--- config.mk ---
export PLATFORM = sky130hd
export DESIGN_NAME = command_queue_calculator
export DESIGN_NICKNAME = d
export VERILOG_FILES = /design/src/rtl/cqc_pkg.sv /design/src/rtl/cqc_ctrl.sv /design/src/rtl/cqc_datapath.sv /design/src/rtl/command_queue_calculator.sv
export SDC_FILE = /design/constraint.sdc
export NUM_CORES = 2
export LEC_CHECK = 0
export BUFFER_PORTS_ARGS = -buffer_cell sky130_fd_sc_hd__buf_2
export CORE_UTILIZATION = 24
export DETAILED_ROUTE_END_ITERATION = 16
export GPL_TIMING_DRIVEN = 0
export MAX_ROUTING_LAYER = met4
export PLACE_DENSITY = 0.49
export SETUP_SLACK_MARGIN = 0.3
export SLEW_MARGIN = 20
export SYNTH_ARGS = -nofsm -noshare
export SYNTH_HDL_FRONTEND = slang
export SYNTH_HIERARCHICAL = 1
export SYNTH_SLANG_ARGS = --single-unit
--- constraint.sdc ---
create_clock -name clk -period 12.3 [get_ports clk]
set_input_delay 1.23 -clock clk [delete_from_list [all_inputs] [get_ports clk]]
set_output_delay 1.23 -clock clk [all_outputs]
set_load 0.02 [all_outputs]
--- src/rtl/cqc_pkg.sv ---
`timescale 1ns / 1ps
// ----------------------------------------------------------------------------
// Command queue calculator package
// Shared command, operation and status codes and datapath control types.
// ----------------------------------------------------------------------------
package cqc_pkg;

    localparam int QUEUE_DEPTH_DEF = 16;

    typedef enum logic [1:0] {
        CMD_PUSH = 2'd0,
        CMD_POP  = 2'd1,
        CMD_DROP = 2'd2,
        CMD_RUN  = 2'd3
    } cmd_t;

    typedef enum logic [1:0] {
        OP_ADD = 2'd0,
        OP_SUB = 2'd1,
        OP_MUL = 2'd2,
        OP_DIV = 2'd3
    } op_t;

    typedef enum logic [2:0] {
        ST_OK       = 3'd0,
        ST_FULL     = 3'd1,
        ST_EMPTY    = 3'd2,
        ST_DROP     = 3'd3,
        ST_DIVZERO  = 3'd4,
        ST_OVERFLOW = 3'd5
    } status_t;

    typedef enum logic [2:0] {
        S_IDLE,
        S_READ,
        S_EXEC,
        S_DIV,
        S_NEXT,
        S_DONE
    } state_t;

    // Controller to datapath.
    typedef struct packed {
        logic capture;    // take the input beat into the datapath registers
        logic do_cmd;     // execute push, pop or drop, or start a run
        logic rd_entry;   // read the current queue entry
        logic exec;       // apply an add, sub or mul, or a divide by zero
        logic div_start;  // start the divider
        logic div_step;   // one divider iteration
        logic div_end;    // write back the quotient
        logic advance;    // move to the next entry
        logic out_load;   // load the result register
    } ctrl_t;

    // Datapath to controller.
    typedef struct packed {
        logic is_run;     // captured command is a run on a nonempty queue
        logic is_div;     // current entry is a divide with a nonzero operand
        logic div_done;   // divider has finished its iterations
        logic last;       // current entry is the last of the run
    } stat_t;

endpackage

--- src/rtl/cqc_ctrl.sv ---
`timescale 1ns / 1ps
// ----------------------------------------------------------------------------
// Command queue calculator controller
// Sequences one command at a time and walks the queue during a run.
// ----------------------------------------------------------------------------
module cqc_ctrl (
    input  logic            clk,
    input  logic            rst_n,
    input  logic            in_fire,
    input  logic            out_busy,
    input  cqc_pkg::stat_t  st,
    output cqc_pkg::ctrl_t  ctl,
    output logic            ready
);
    import cqc_pkg::*;

    state_t state_reg, state_next;

    always_ff @(posedge clk or negedge rst_n)
    begin
        if (!rst_n)
            state_reg <= S_IDLE;
        else
            state_reg <= state_next;
    end

    always_comb
    begin
        state_next = state_reg;
        unique case (state_reg)
            S_IDLE: if (in_fire) state_next = S_READ;
            S_READ: state_next = st.is_run ? S_EXEC : S_DONE;
            S_EXEC: state_next = st.is_div ? S_DIV : S_NEXT;
            S_DIV:  if (st.div_done) state_next = S_NEXT;
            S_NEXT: state_next = st.last ? S_DONE : S_EXEC;
            S_DONE: if (!out_busy) state_next = S_IDLE;
            default: state_next = S_IDLE;
        endcase
    end

    always_comb
    begin
        ctl = '0;
        ready = 1'b0;
        unique case (state_reg)
            S_IDLE: begin
                ready = 1'b1;
                ctl.capture = in_fire;
            end
            S_READ: begin
                ctl.do_cmd = 1'b1;
                ctl.rd_entry = 1'b1;
            end
            S_EXEC: begin
                ctl.exec = !st.is_div;
                ctl.div_start = st.is_div;
            end
            S_DIV: begin
                ctl.div_step = !st.div_done;
                ctl.div_end = st.div_done;
            end
            S_NEXT: begin
                ctl.advance = 1'b1;
                ctl.rd_entry = 1'b1;
            end
            S_DONE: ctl.out_load = !out_busy;
            default: ;
        endcase
    end

endmodule

--- src/rtl/cqc_datapath.sv ---
`timescale 1ns / 1ps
// ----------------------------------------------------------------------------
// Command queue calculator datapath
// Queue storage, pointers, Q16.16 arithmetic and a radix-2 divider.
// ----------------------------------------------------------------------------
module cqc_datapath #(
    parameter int QUEUE_DEPTH = cqc_pkg::QUEUE_DEPTH_DEF
) (
    input  logic                 clk,
    input  logic                 rst_n,
    input  cqc_pkg::ctrl_t       ctl,
    output cqc_pkg::stat_t       st,
    input  logic [1:0]           command,
    input  logic [1:0]           operation,
    input  logic signed [31:0]   operand,
    input  logic [4:0]           drop_count,
    input  logic signed [31:0]   start_value,
    output logic signed [31:0]   result_value,
    output logic [4:0]           queue_count,
    output logic [2:0]           status
);
    import cqc_pkg::*;

    localparam int IW = (QUEUE_DEPTH > 1) ? $clog2(QUEUE_DEPTH) : 1;
    localparam int CW = $clog2(QUEUE_DEPTH + 1);
    localparam logic signed [63:0] QMAX = 64'sd2147483647;
    localparam logic signed [63:0] QMIN = -64'sd2147483648;

    logic [1:0]  op_mem  [QUEUE_DEPTH];
    logic [31:0] val_mem [QUEUE_DEPTH];

    logic [IW-1:0] oldest_reg;
    logic [CW-1:0] count_reg;

    logic [1:0]           cmd_reg, op_in_reg, rd_op_reg;
    logic signed [31:0]   opd_reg, rd_val_reg;
    logic [4:0]           drop_reg;
    logic signed [31:0]   acc_reg;
    logic [2:0]           stat_reg;
    logic [CW-1:0]        idx_reg;

    // Divider: |acc|<<16 over |operand|, 48-bit dividend.
    logic [47:0] dvd_reg;
    logic [31:0] dvs_reg;
    logic [31:0] rem_reg;
    logic [5:0]  dcnt_reg;
    logic        dneg_reg;

    logic [IW-1:0] slot;
    logic [IW-1:0] wr_slot;
    logic [CW:0]   sum_wide;

    function automatic logic [IW-1:0] wrap(input logic [CW:0] v);
        logic [CW:0] m;
        m = v;
        if (m >= (CW+1)'(QUEUE_DEPTH))
            m = m - (CW+1)'(QUEUE_DEPTH);
        return m[IW-1:0];
    endfunction

    // While advancing, the entry after the current one is fetched.
    assign sum_wide = (CW+1)'(oldest_reg) + (CW+1)'(idx_reg) + (CW+1)'(ctl.advance);
    assign slot     = wrap(sum_wide);
    assign wr_slot  = wrap((CW+1)'(oldest_reg) + (CW+1)'(count_reg));

    // Queue memory.
    always_ff @(posedge clk)
    begin
        if (ctl.do_cmd && cmd_reg == CMD_PUSH && count_reg < CW'(QUEUE_DEPTH)) begin
            op_mem[wr_slot]  <= op_in_reg;
            val_mem[wr_slot] <= opd_reg;
        end
        if (ctl.rd_entry) begin
            rd_op_reg  <= op_mem[slot];
            rd_val_reg <= val_mem[slot];
        end
    end

    // Arithmetic for add, sub and mul.
    logic signed [63:0] a64, v64, sum64, prod64, shr64, res64;
    logic               ovf;
    assign a64    = 64'(acc_reg);
    assign v64    = 64'(rd_val_reg);
    assign sum64  = (rd_op_reg == OP_SUB) ? a64 - v64 : a64 + v64;
    assign prod64 = a64 * v64;
    assign shr64  = prod64 >>> 16;
    always_comb
    begin
        res64 = (rd_op_reg == OP_MUL) ? shr64 : sum64;
        ovf = 1'b0;
        if (res64 > QMAX) begin
            res64 = QMAX;
            ovf = 1'b1;
        end else if (res64 < QMIN) begin
            res64 = QMIN;
            ovf = 1'b1;
        end
    end

    // Divider step.
    logic [32:0] rem_sh;
    logic [32:0] rem_sub;
    assign rem_sh  = {rem_reg, dvd_reg[47]};
    assign rem_sub = rem_sh - {1'b0, dvs_reg};

    logic signed [63:0] qs64, qsat;
    logic               qovf;
    always_comb
    begin
        qs64 = dneg_reg ? -$signed({16'd0, dvd_reg}) : $signed({16'd0, dvd_reg});
        qsat = qs64;
        qovf = 1'b0;
        if (qs64 > QMAX) begin
            qsat = QMAX;
            qovf = 1'b1;
        end else if (qs64 < QMIN) begin
            qsat = QMIN;
            qovf = 1'b1;
        end
    end

    assign st.is_run   = (cmd_reg == CMD_RUN) && (count_reg != '0);
    assign st.is_div   = (rd_op_reg == OP_DIV) && (rd_val_reg != '0);
    assign st.div_done = (dcnt_reg == 6'd48);
    assign st.last     = (idx_reg + CW'(1) >= count_reg);

    // A divide reaching the exec path has a zero operand.
    logic [2:0] flag;
    always_comb
    begin
        flag = ST_OK;
        if (rd_op_reg == OP_DIV)
            flag = ST_DIVZERO;
        else if (ovf)
            flag = ST_OVERFLOW;
    end

    always_ff @(posedge clk or negedge rst_n)
    begin
        if (!rst_n) begin
            oldest_reg <= '0;
            count_reg  <= '0;
            idx_reg    <= '0;
        end else begin
            if (ctl.capture)
                idx_reg <= '0;
            if (ctl.advance)
                idx_reg <= idx_reg + CW'(1);
            if (ctl.do_cmd) begin
                case (cmd_reg)
                    CMD_PUSH: if (count_reg < CW'(QUEUE_DEPTH))
                        count_reg <= count_reg + CW'(1);
                    CMD_POP: if (count_reg != '0) begin
                        oldest_reg <= wrap((CW+1)'(oldest_reg) + (CW+1)'(1));
                        count_reg  <= count_reg - CW'(1);
                    end
                    CMD_DROP: if (6'(drop_reg) <= 6'(count_reg))
                        count_reg <= count_reg - CW'(drop_reg);
                    default: ;
                endcase
            end
        end
    end

    always_ff @(posedge clk)
    begin
        if (ctl.capture) begin
            cmd_reg   <= command;
            op_in_reg <= operation;
            opd_reg   <= operand;
            drop_reg  <= drop_count;
            acc_reg   <= start_value;
            stat_reg  <= ST_OK;
        end
        if (ctl.do_cmd) begin
            case (cmd_reg)
                CMD_PUSH: if (count_reg >= CW'(QUEUE_DEPTH)) stat_reg <= ST_FULL;
                CMD_POP:  if (count_reg == '0) stat_reg <= ST_EMPTY;
                CMD_DROP: if (6'(drop_reg) > 6'(count_reg)) stat_reg <= ST_DROP;
                default:  if (count_reg == '0) stat_reg <= ST_EMPTY;
            endcase
        end
        if (ctl.exec) begin
            if (rd_op_reg == OP_DIV)
                acc_reg <= (acc_reg > 0) ? 32'sh7FFFFFFF :
                           (acc_reg < 0) ? 32'sh80000000 : 32'sd0;
            else
                acc_reg <= res64[31:0];
            if (stat_reg == ST_OK) stat_reg <= flag;
        end
        if (ctl.div_start) begin
            dvd_reg  <= {(acc_reg[31] ? 32'(-acc_reg) : 32'(acc_reg)), 16'd0};
            dvs_reg  <= rd_val_reg[31] ? 32'(-rd_val_reg) : 32'(rd_val_reg);
            rem_reg  <= '0;
            dcnt_reg <= '0;
            dneg_reg <= acc_reg[31] ^ rd_val_reg[31];
        end
        if (ctl.div_step) begin
            if (!rem_sub[32]) begin
                rem_reg <= rem_sub[31:0];
                dvd_reg <= {dvd_reg[46:0], 1'b1};
            end else begin
                rem_reg <= rem_sh[31:0];
                dvd_reg <= {dvd_reg[46:0], 1'b0};
            end
            dcnt_reg <= dcnt_reg + 6'd1;
        end
        if (ctl.div_end) begin
            acc_reg <= qsat[31:0];
            if (stat_reg == ST_OK && qovf) stat_reg <= ST_OVERFLOW;
        end
    end

    assign result_value = (cmd_reg == CMD_RUN) ? acc_reg : 32'sd0;
    assign queue_count  = 5'(count_reg);
    assign status       = stat_reg;

endmodule

--- src/rtl/command_queue_calculator.sv ---
`timescale 1ns / 1ps
// ----------------------------------------------------------------------------
// Command queue calculator
// Bounded queue of Q16.16 arithmetic commands with push, pop, drop and run.
// ----------------------------------------------------------------------------
// Channel | Direction | Contents
// s_axis  | in        | command, operation, operand, drop_count, start_value
// m_axis  | out       | result_value, queue_count, status
//
// Push, pop and drop go from accept through read to result. A run works
// through the queue entries in order and passes each divide entry with
// a nonzero operand through the radix-2 divider, one quotient bit a cycle.
// One command is in flight at a time; the input is freed once the result
// is loaded into the result register. Reset empties the queue.
// ----------------------------------------------------------------------------
module command_queue_calculator #(
    parameter int QUEUE_DEPTH = cqc_pkg::QUEUE_DEPTH_DEF
) (
    input  logic         clk,
    input  logic         rst_n,
    input  logic         s_axis_tvalid,
    output logic         s_axis_tready,
    // command[1:0], operation[3:2], operand[35:4], drop_count[40:36],
    // start_value[72:41], zero fill
    input  logic [79:0]  s_axis_tdata,
    output logic         m_axis_tvalid,
    input  logic         m_axis_tready,
    // result_value[31:0], queue_count[36:32], status[39:37]
    output logic [39:0]  m_axis_tdata
);
    import cqc_pkg::*;

    ctrl_t ctl;
    stat_t st;
    logic  ready;
    logic  in_fire;
    logic  out_valid_reg;
    logic [39:0] out_data_reg;
    logic signed [31:0] res_v;
    logic [4:0] res_c;
    logic [2:0] res_s;

    assign s_axis_tready = ready;
    assign in_fire = s_axis_tvalid && ready;

    cqc_ctrl u_ctrl (
        .clk      (clk),
        .rst_n    (rst_n),
        .in_fire  (in_fire),
        .out_busy (out_valid_reg && !m_axis_tready),
        .st       (st),
        .ctl      (ctl),
        .ready    (ready)
    );

    cqc_datapath #(.QUEUE_DEPTH(QUEUE_DEPTH)) u_dp (
        .clk          (clk),
        .rst_n        (rst_n),
        .ctl          (ctl),
        .st           (st),
        .command      (s_axis_tdata[1:0]),
        .operation    (s_axis_tdata[3:2]),
        .operand      (s_axis_tdata[35:4]),
        .drop_count   (s_axis_tdata[40:36]),
        .start_value  (s_axis_tdata[72:41]),
        .result_value (res_v),
        .queue_count  (res_c),
        .status       (res_s)
    );

    always_ff @(posedge clk or negedge rst_n)
    begin
        if (!rst_n)
            out_valid_reg <= 1'b0;
        else if (ctl.out_load)
            out_valid_reg <= 1'b1;
        else if (m_axis_tready)
            out_valid_reg <= 1'b0;
    end

    always_ff @(posedge clk)
    begin
        if (ctl.out_load)
            out_data_reg <= {res_s, res_c, res_v};
    end

    assign m_axis_tvalid = out_valid_reg;
    assign m_axis_tdata  = out_data_reg;

endmodule
# Word level (Yosys, flattened, before mapping)

Memory sizes are Yosys's and may differ from the RTL's. A register that Yosys moved wholly into a read port is not among the register bits.
Index checks and enable logic that the tools add are counted.

Output and inout bits: 42
Memories: 2
Memory bits (writable): 544
Register bits after elaboration: 253

Bitwise operators: 1
Multiplexer cells: 67
Equal/unequal tests: 18
Order comparisons: 14
Add/sub/neg operators: 18
Reduce and logical (&&, ||, !) cells: 26
$mul: 1

Memory list:

| memory       | depth | width | rd ports | clocked after memory_dff | wr ports | RTL line           | text |
|---|---|---|---|---|---|---|---|
| u_dp.val_mem | 16    | 32    | 1        | 1                        | 1        | cqc_datapath.sv:30 | `logic [31:0] val_mem [QUEUE_DEPTH];` |
| u_dp.op_mem  | 16    | 2     | 1        | 1                        | 1        | cqc_datapath.sv:29 | `logic [1:0] op_mem [QUEUE_DEPTH];` |

Operators with widths:

| kind                                                                                | count |
|---|---|
| 32-bit two-way mux                                                                  | 14 |
| 64-bit two-way mux                                                                  | 3 |
| 64-bit by 32-bit > comparator with 1-bit output, second input constant              | 2 |
| 64-bit by 32-bit < comparator with 1-bit output, second input constant              | 2 |
| 48-bit two-way mux                                                                  | 2 |
| 32-bit by 32-bit multiplier with 64-bit output                                      | 1 |
| 32-bit negation                                                                     | 2 |
| 48-bit negation with 64-bit output                                                  | 1 |
| 3-bit two-way mux                                                                   | 17 |
| 32-bit by 32-bit adder with 33-bit output                                           | 1 |
| 32-bit by 32-bit subtractor with 33-bit output                                      | 1 |
| 33-bit by 32-bit subtractor with 33-bit output                                      | 1 |
| 32-bit by 1-bit > comparator with 1-bit output, second input constant               | 1 |
| 32-bit by 1-bit < comparator with 1-bit output, second input constant               | 1 |
| 32-bit nonzero test                                                                 | 1 |
| 31-bit two-way mux                                                                  | 1 |
| 5-bit two-way mux                                                                   | 5 |
| 3-bit one-hot mux with 6 select lines                                               | 1 |
| 1-bit two-way mux                                                                   | 15 |
| 5-bit one-hot mux with 3 select lines                                               | 1 |
| 4-bit by 5-bit adder with 6-bit output                                              | 2 |
| 6-bit by 5-bit greater-or-equal comparator with 1-bit output, second input constant | 2 |
| 4-bit two-way mux                                                                   | 3 |
| 6-bit two-way mux                                                                   | 2 |
| 34 further kinds                                                                    | 63 |

# Logic depth before layout (Yosys ltp)

Word-level depth: 12
Gate-level depth with buffers: 36
Depth with buffers taken out: 30

# By module

Netlist, hierarchy kept.

By module, submodules not included:

| module                   | cells an instance | area an instance (sq um) | instances |
|---|---|---|---|
| cqc_datapath             | 6626              | 73873.4                  | 1 |
| command_queue_calculator | 44                | 1252.5                   | 1 |
| cqc_ctrl                 | 41                | 305.3                    | 1 |

# Worst setup path after synthesis

Ideal clock, no wire load.

Path type: reg-to-reg
Start: register u_dp.acc_reg[31]
End: register u_dp.acc_reg[26] (data pin)
Setup slack: 2.544 ns
Period minus slack after synthesis: 9.756 ns
Arrival time: 9.492 ns
Cell stages (with the launch flop): 32
Setup time: 0.264 ns
Cells stage by stage: edfxtp_1 > clkbuf_1 > clkbuf_1 > clkbuf_1 > nand2_1 > inv_1 > fa_1 > fa_1 > fa_1 > inv_1 > fa_1 > inv_1 > fa_1 > fa_1 > fa_1 > fa_1 > ha_1 > clkbuf_1 > a21o_1 > a21o_1 > a221o_1 > o21ai_0 > nor3_1 > a211oi_1 > xor2_1 > nand3_1 > or4_1 > o2bb2ai_1 > a21boi_2 > a31oi_1 > buf_2 > a31oi_1

Word-level cells in the longest chain between the ends: 9
Elaborated cells between the ends (all ways): 14
Those cells by class: 2 x add/sub; 1 x mul; 3 x order compare; 8 x mux

RTL lines:

| what                                                                                   | RTL line            | text |
|---|---|---|
| from (decl)                                                                            | cqc_datapath.sv:38  | `logic signed [31:0] acc_reg;` |
| from (signal assigned)                                                                 | cqc_datapath.sv:172 | `acc_reg <= start_value;` |
| from (signal assigned)                                                                 | cqc_datapath.sv:185 | `acc_reg <= (acc_reg > 0) ? 32'sh7FFFFFFF :` |
| from (signal assigned)                                                                 | cqc_datapath.sv:188 | `acc_reg <= res64[31:0];` |
| branches (longest 6 deep; another with 32-bit by 32-bit multiplier with 64-bit output) | -                   |  |
| 32-bit two-way mux (*)                                                                 | cqc_datapath.sv:184 | `if (rd_op_reg == OP_DIV)` |
| 32-bit two-way mux (*)                                                                 | cqc_datapath.sv:183 | `if (ctl.exec) begin` |
| 32-bit two-way mux (*)                                                                 | cqc_datapath.sv:208 | `if (ctl.div_end) begin` |

Every way passes the cells marked *.
A chain may end at the register's enable or synchronous reset.

# Final worst setup path

Start: register u_dp.rd_val_reg[20] (read register of u_dp.val_mem)
End: register u_dp.acc_reg[27] (data pin)

Word-level cells in the longest chain between the ends: 9
Elaborated cells between the ends (all ways): 16
Those cells by class: 2 x add/sub; 1 x mul; 2 x order compare; 8 x mux; 3 x reduce/logical

RTL lines:

| what                                                                                   | RTL line            | text |
|---|---|---|
| from (decl)                                                                            | cqc_datapath.sv:36  | `logic signed [31:0] opd_reg, rd_val_reg;` |
| branches (longest 7 deep; another with 32-bit by 32-bit multiplier with 64-bit output) | -                   |  |
| 32-bit two-way mux (*)                                                                 | cqc_datapath.sv:183 |  |
| 32-bit two-way mux (*)                                                                 | cqc_datapath.sv:208 |  |
| to (signal assigned)                                                                   | cqc_datapath.sv:185 |  |
| to (signal assigned)                                                                   | cqc_datapath.sv:188 |  |
| to (signal assigned)                                                                   | cqc_datapath.sv:209 | `acc_reg <= qsat[31:0];` |

Marks and branches as above.

==> impl_summary.log <==
[metrics] total number of nets in the final design: between 8000 and 9000
[metrics] max reg flops: between 500 and 600
[metrics] clock-pin slew of the registers on the worst-case setup and hold paths: 70 ps
[metrics] antenna violations before repair: 31
[metrics] dpl cell area: about 0.082 mm^2
[metrics] Worst Skew: 76.6 ps
[metrics] Detailed Route WL: between 200000 and 300000 um
[metrics] maximum operating frequency: 0.0842 GHz
[metrics] hold buffers post-CTS: 0
[metrics] worst path arrival time: between 10000 and 15000 ps
[metrics] Initial Util: roughly 24%
[metrics] maximum single-stage delay on the critical path: roughly 800 ps
[metrics] CTS tree: built
[metrics] maximum number of pins on one net before global-route repair: 50
[metrics] via-per-instance ratio: about 4.7
[metrics] post-route fraction of the period consumed by the critical path: 96.6%
[metrics] per-cell routed wire length: 24.2 um
[metrics] Crit path required time: 12750 ps
[metrics] setup slack at placement: -1600 ps
[metrics] cell with the most instances after synthesis: sky130_fd_sc_hd__fa_1
[metrics] DRC violation total after the first TritonRoute iteration: ~4700
[metrics] number of pins exceeding their max-slew limit in the final report: 0
[metrics] Sink Count: between 800 and 900
[metrics] global-route wire length before repair: between 300000 and 400000 um
[metrics] critical path endpoint category: flop
[metrics] area growth from synthesis to layout: 12.9%
[metrics] final worst setup slack: 418 ps
[metrics] vias after detailed routing: 52000
[metrics] floorplan die width: ~560 um
[metrics] buffers plus inverters on the worst setup path: 6
[metrics] unrepaired setup endpoints after global routing: yes
[metrics] final-report setup violation count: 0
[metrics] share of the synthesized area in the top cell type: between 30% and 40%
[metrics] post-layout minimum cycle time: between 10000 and 15000 ps
[metrics] critical-path cell with the highest stage delay: sky130_fd_sc_hd__clkdlybuf4s15_1
[metrics] final HPWL from detailed placement: about 220000 um
[metrics] CTS H-tree depth: 3
[metrics] area enclosed by the die boundary: roughly 0.32 mm^2
[metrics] category of the critical setup timing path: reg -> reg
[metrics] FFs w/ async S/R, synth: 2.17%
[metrics] top cells by area, synth: sky130_fd_sc_hd__edfxtp_1 (32%), sky130_fd_sc_hd__fa_1 (29%), sky130_fd_sc_hd__inv_1 (5.1%), sky130_fd_sc_hd__and2_1 (4.7%), sky130_fd_sc_hd__ha_1 (4.5%)
[metrics] Yosys top cell by area: sky130_fd_sc_hd__edfxtp_1
[metrics] Commonest cells post-synth: sky130_fd_sc_hd__fa_1 (1088), sky130_fd_sc_hd__inv_1 (1017), sky130_fd_sc_hd__edfxtp_1 (810), sky130_fd_sc_hd__nand2_1 (780), sky130_fd_sc_hd__and2_1 (567)
[metrics] most used flip-flop cell after synthesis: sky130_fd_sc_hd__edfxtp_1
[metrics] first drt pass iteration count: 6
[metrics] number of cell rows: slightly above 200
[metrics] Clk Latency, worst-skew pair: 720 ps
[metrics] Seq/Total Area, Yosys: 32.9%
[metrics] number of global-route vias before repair: between 50000 and 60000
[metrics] number of register bits inferred by synthesis: between 800 and 900
[metrics] number of clock buffers inserted by TritonCTS: 84
[metrics] Slew @ Worst Pin: 1200 ps
[metrics] Worst Path Max Fanout: 10
[metrics] Rel. slew slack: between 10% and 20%
[metrics] core area: roughly 0.31 mm^2
[metrics] worst hold path class: in -> async
[metrics] number of maximum-capacitance constraint violations: 0
[metrics] Worst setup SP type: flop
[metrics] result of the run: completed
[metrics] number of enable flip-flop cells after synthesis: between 800 and 900
[metrics] total placed cells including tap cells: 11000
[metrics] post-route cell area: ~0.085 mm^2
[metrics] mapped cell area: between 0.07 and 0.08 mm^2
[metrics] # IOs: 126
[metrics] Bufs on Longest Clock Path: 3
[metrics] CP dominant cell by count: sky130_fd_sc_hd__fa_1
[metrics] routability congestion estimate from global placement: 0.943
[metrics] endpoints failing hold: 0
[metrics] cells after synthesis: approximately 6700
[metrics] chip height: between 500 and 600 um
[metrics] Clk Tree Root Cell: sky130_fd_sc_hd__clkbuf_16
[metrics] net count of the mapped netlist: 8153
[metrics] global-route congestion overflow total: 0
[metrics] global-route usage over all layers: 17.6%
[metrics] Yosys warning total: 6
[metrics] final antenna-violating net count: 0
[metrics] number of distinct library cells after synthesis: 85
[metrics] fraction of layout cells with a size suffix above 1: between 8 and 9%
[metrics] final-layout worst hold slack: 491 ps
[metrics] CP delay by family, top: adder cells
[metrics] number of port buffers: 118
[metrics] post-route non-filler standard cell count: approximately 11000
[metrics] Mapped Avg Cell Area: between 10 and 15 um^2
[metrics] drt drc: 0
## kinds of logic after synthesis
group / count (synthesis) / share of synthesized area [%]
and+or+nand+nor: 1922 / 12.8
xor gates and xnor gates: 227 / 2.64
adders and majority gates: 1358 / 33.4
AOI/OAI and AO/OA: 776 / 6.59
buffers and inverters: 1423 / 7.14
muxes: 174 / 4.57
DFF: 831 / 32.9
## metal layers
metal / vias up / share of wire [%] / global-route usage (%)
li1: 22500 / - / -
met1: 27300 / 44 / 23.7
met2: 1876 / 46 / 27.5
met3: 358 / 6.3 / 2.29
met4: 0 / 3.4 / 5.08
met5: - / 0 / -
## final cells by class
cell class                      count  area, um^2
Antenna cell                       23        57.6
Buffer                            404        1730
Clock buffer                      100        2160
Clock inverter                     55         596
Fill cell                       32600      227000
Inverter                         1019        3840
Multi-Input combinational cell   4457       45400
Sequential cell                   831       24800
Tap cell                         4140        5180
Timing Repair Buffer              160        1370
## worst paths after layout
| path | start | end | slack [ps] | cells past startpoint |
|---|---|---|---|---|
| max in group asynchronous | rst_n | u_ctrl/state_reg[1] | 11440 | 1 |
| min in group clk | u_dp/status[2] | m_axis_tdata[39] | 510 | 0 |
| max reg2reg | u_dp/rd_val_reg[20] | u_dp/acc_reg[27] | 420 | 28 |
| min | rst_n | u_dp/idx_reg[1] | 490 | 1 |
| max | u_dp/rd_val_reg[20] | u_dp/acc_reg[27] | 420 | 28 |
| min reg2reg | u_dp/status[2] | m_axis_tdata[39] | 510 | 0 |
## cell usage in the layout, fill, tap and decap left out, types with 103 or more instances in the layout
cell type	instances
sky130_fd_sc_hd__mux4_2	136
sky130_fd_sc_hd__fa_1	1084
sky130_fd_sc_hd__o21ai_0	180
sky130_fd_sc_hd__nor2_1	150
sky130_fd_sc_hd__nand2_1	780
sky130_fd_sc_hd__buf_2	131
sky130_fd_sc_hd__xnor2_1	124
sky130_fd_sc_hd__and2_1	566
sky130_fd_sc_hd__ha_1	270
sky130_fd_sc_hd__clkbuf_1	268
sky130_fd_sc_hd__a21oi_1	183
sky130_fd_sc_hd__xor2_1	103
sky130_fd_sc_hd__inv_1	1014
sky130_fd_sc_hd__edfxtp_1	810
## metrics by stage
step | TNS [ps] | utilization, %
CTS | 0 | 27.2
floorplan | 0 | -
detailed placement | -42580 | 26.3
global route | 0 | 27.3
global placement | -43220 | 26.0
finish | 0 | 27.3
## what timing repair did
action | CTS | global route
setup buffers | 2 | 5
pin swaps | 1 | 0
cloned | 0 | 0
setup endpoints to repair | 34 | 26
resized for setup | 30 | 112
## worst register-to-register path: cells and delay by family (launching register included)
kind	cells	cell delay (ps)
fa+ha+maj	9	4520
compound gates	8	2570
buf+inv	6	2210
simple gates	4	1480
flops	1	520
mux	1	310
Power is left out: the tool's default activity adds up to more than one toggle a clock period on the data nets, which glitch-free logic cannot reach.
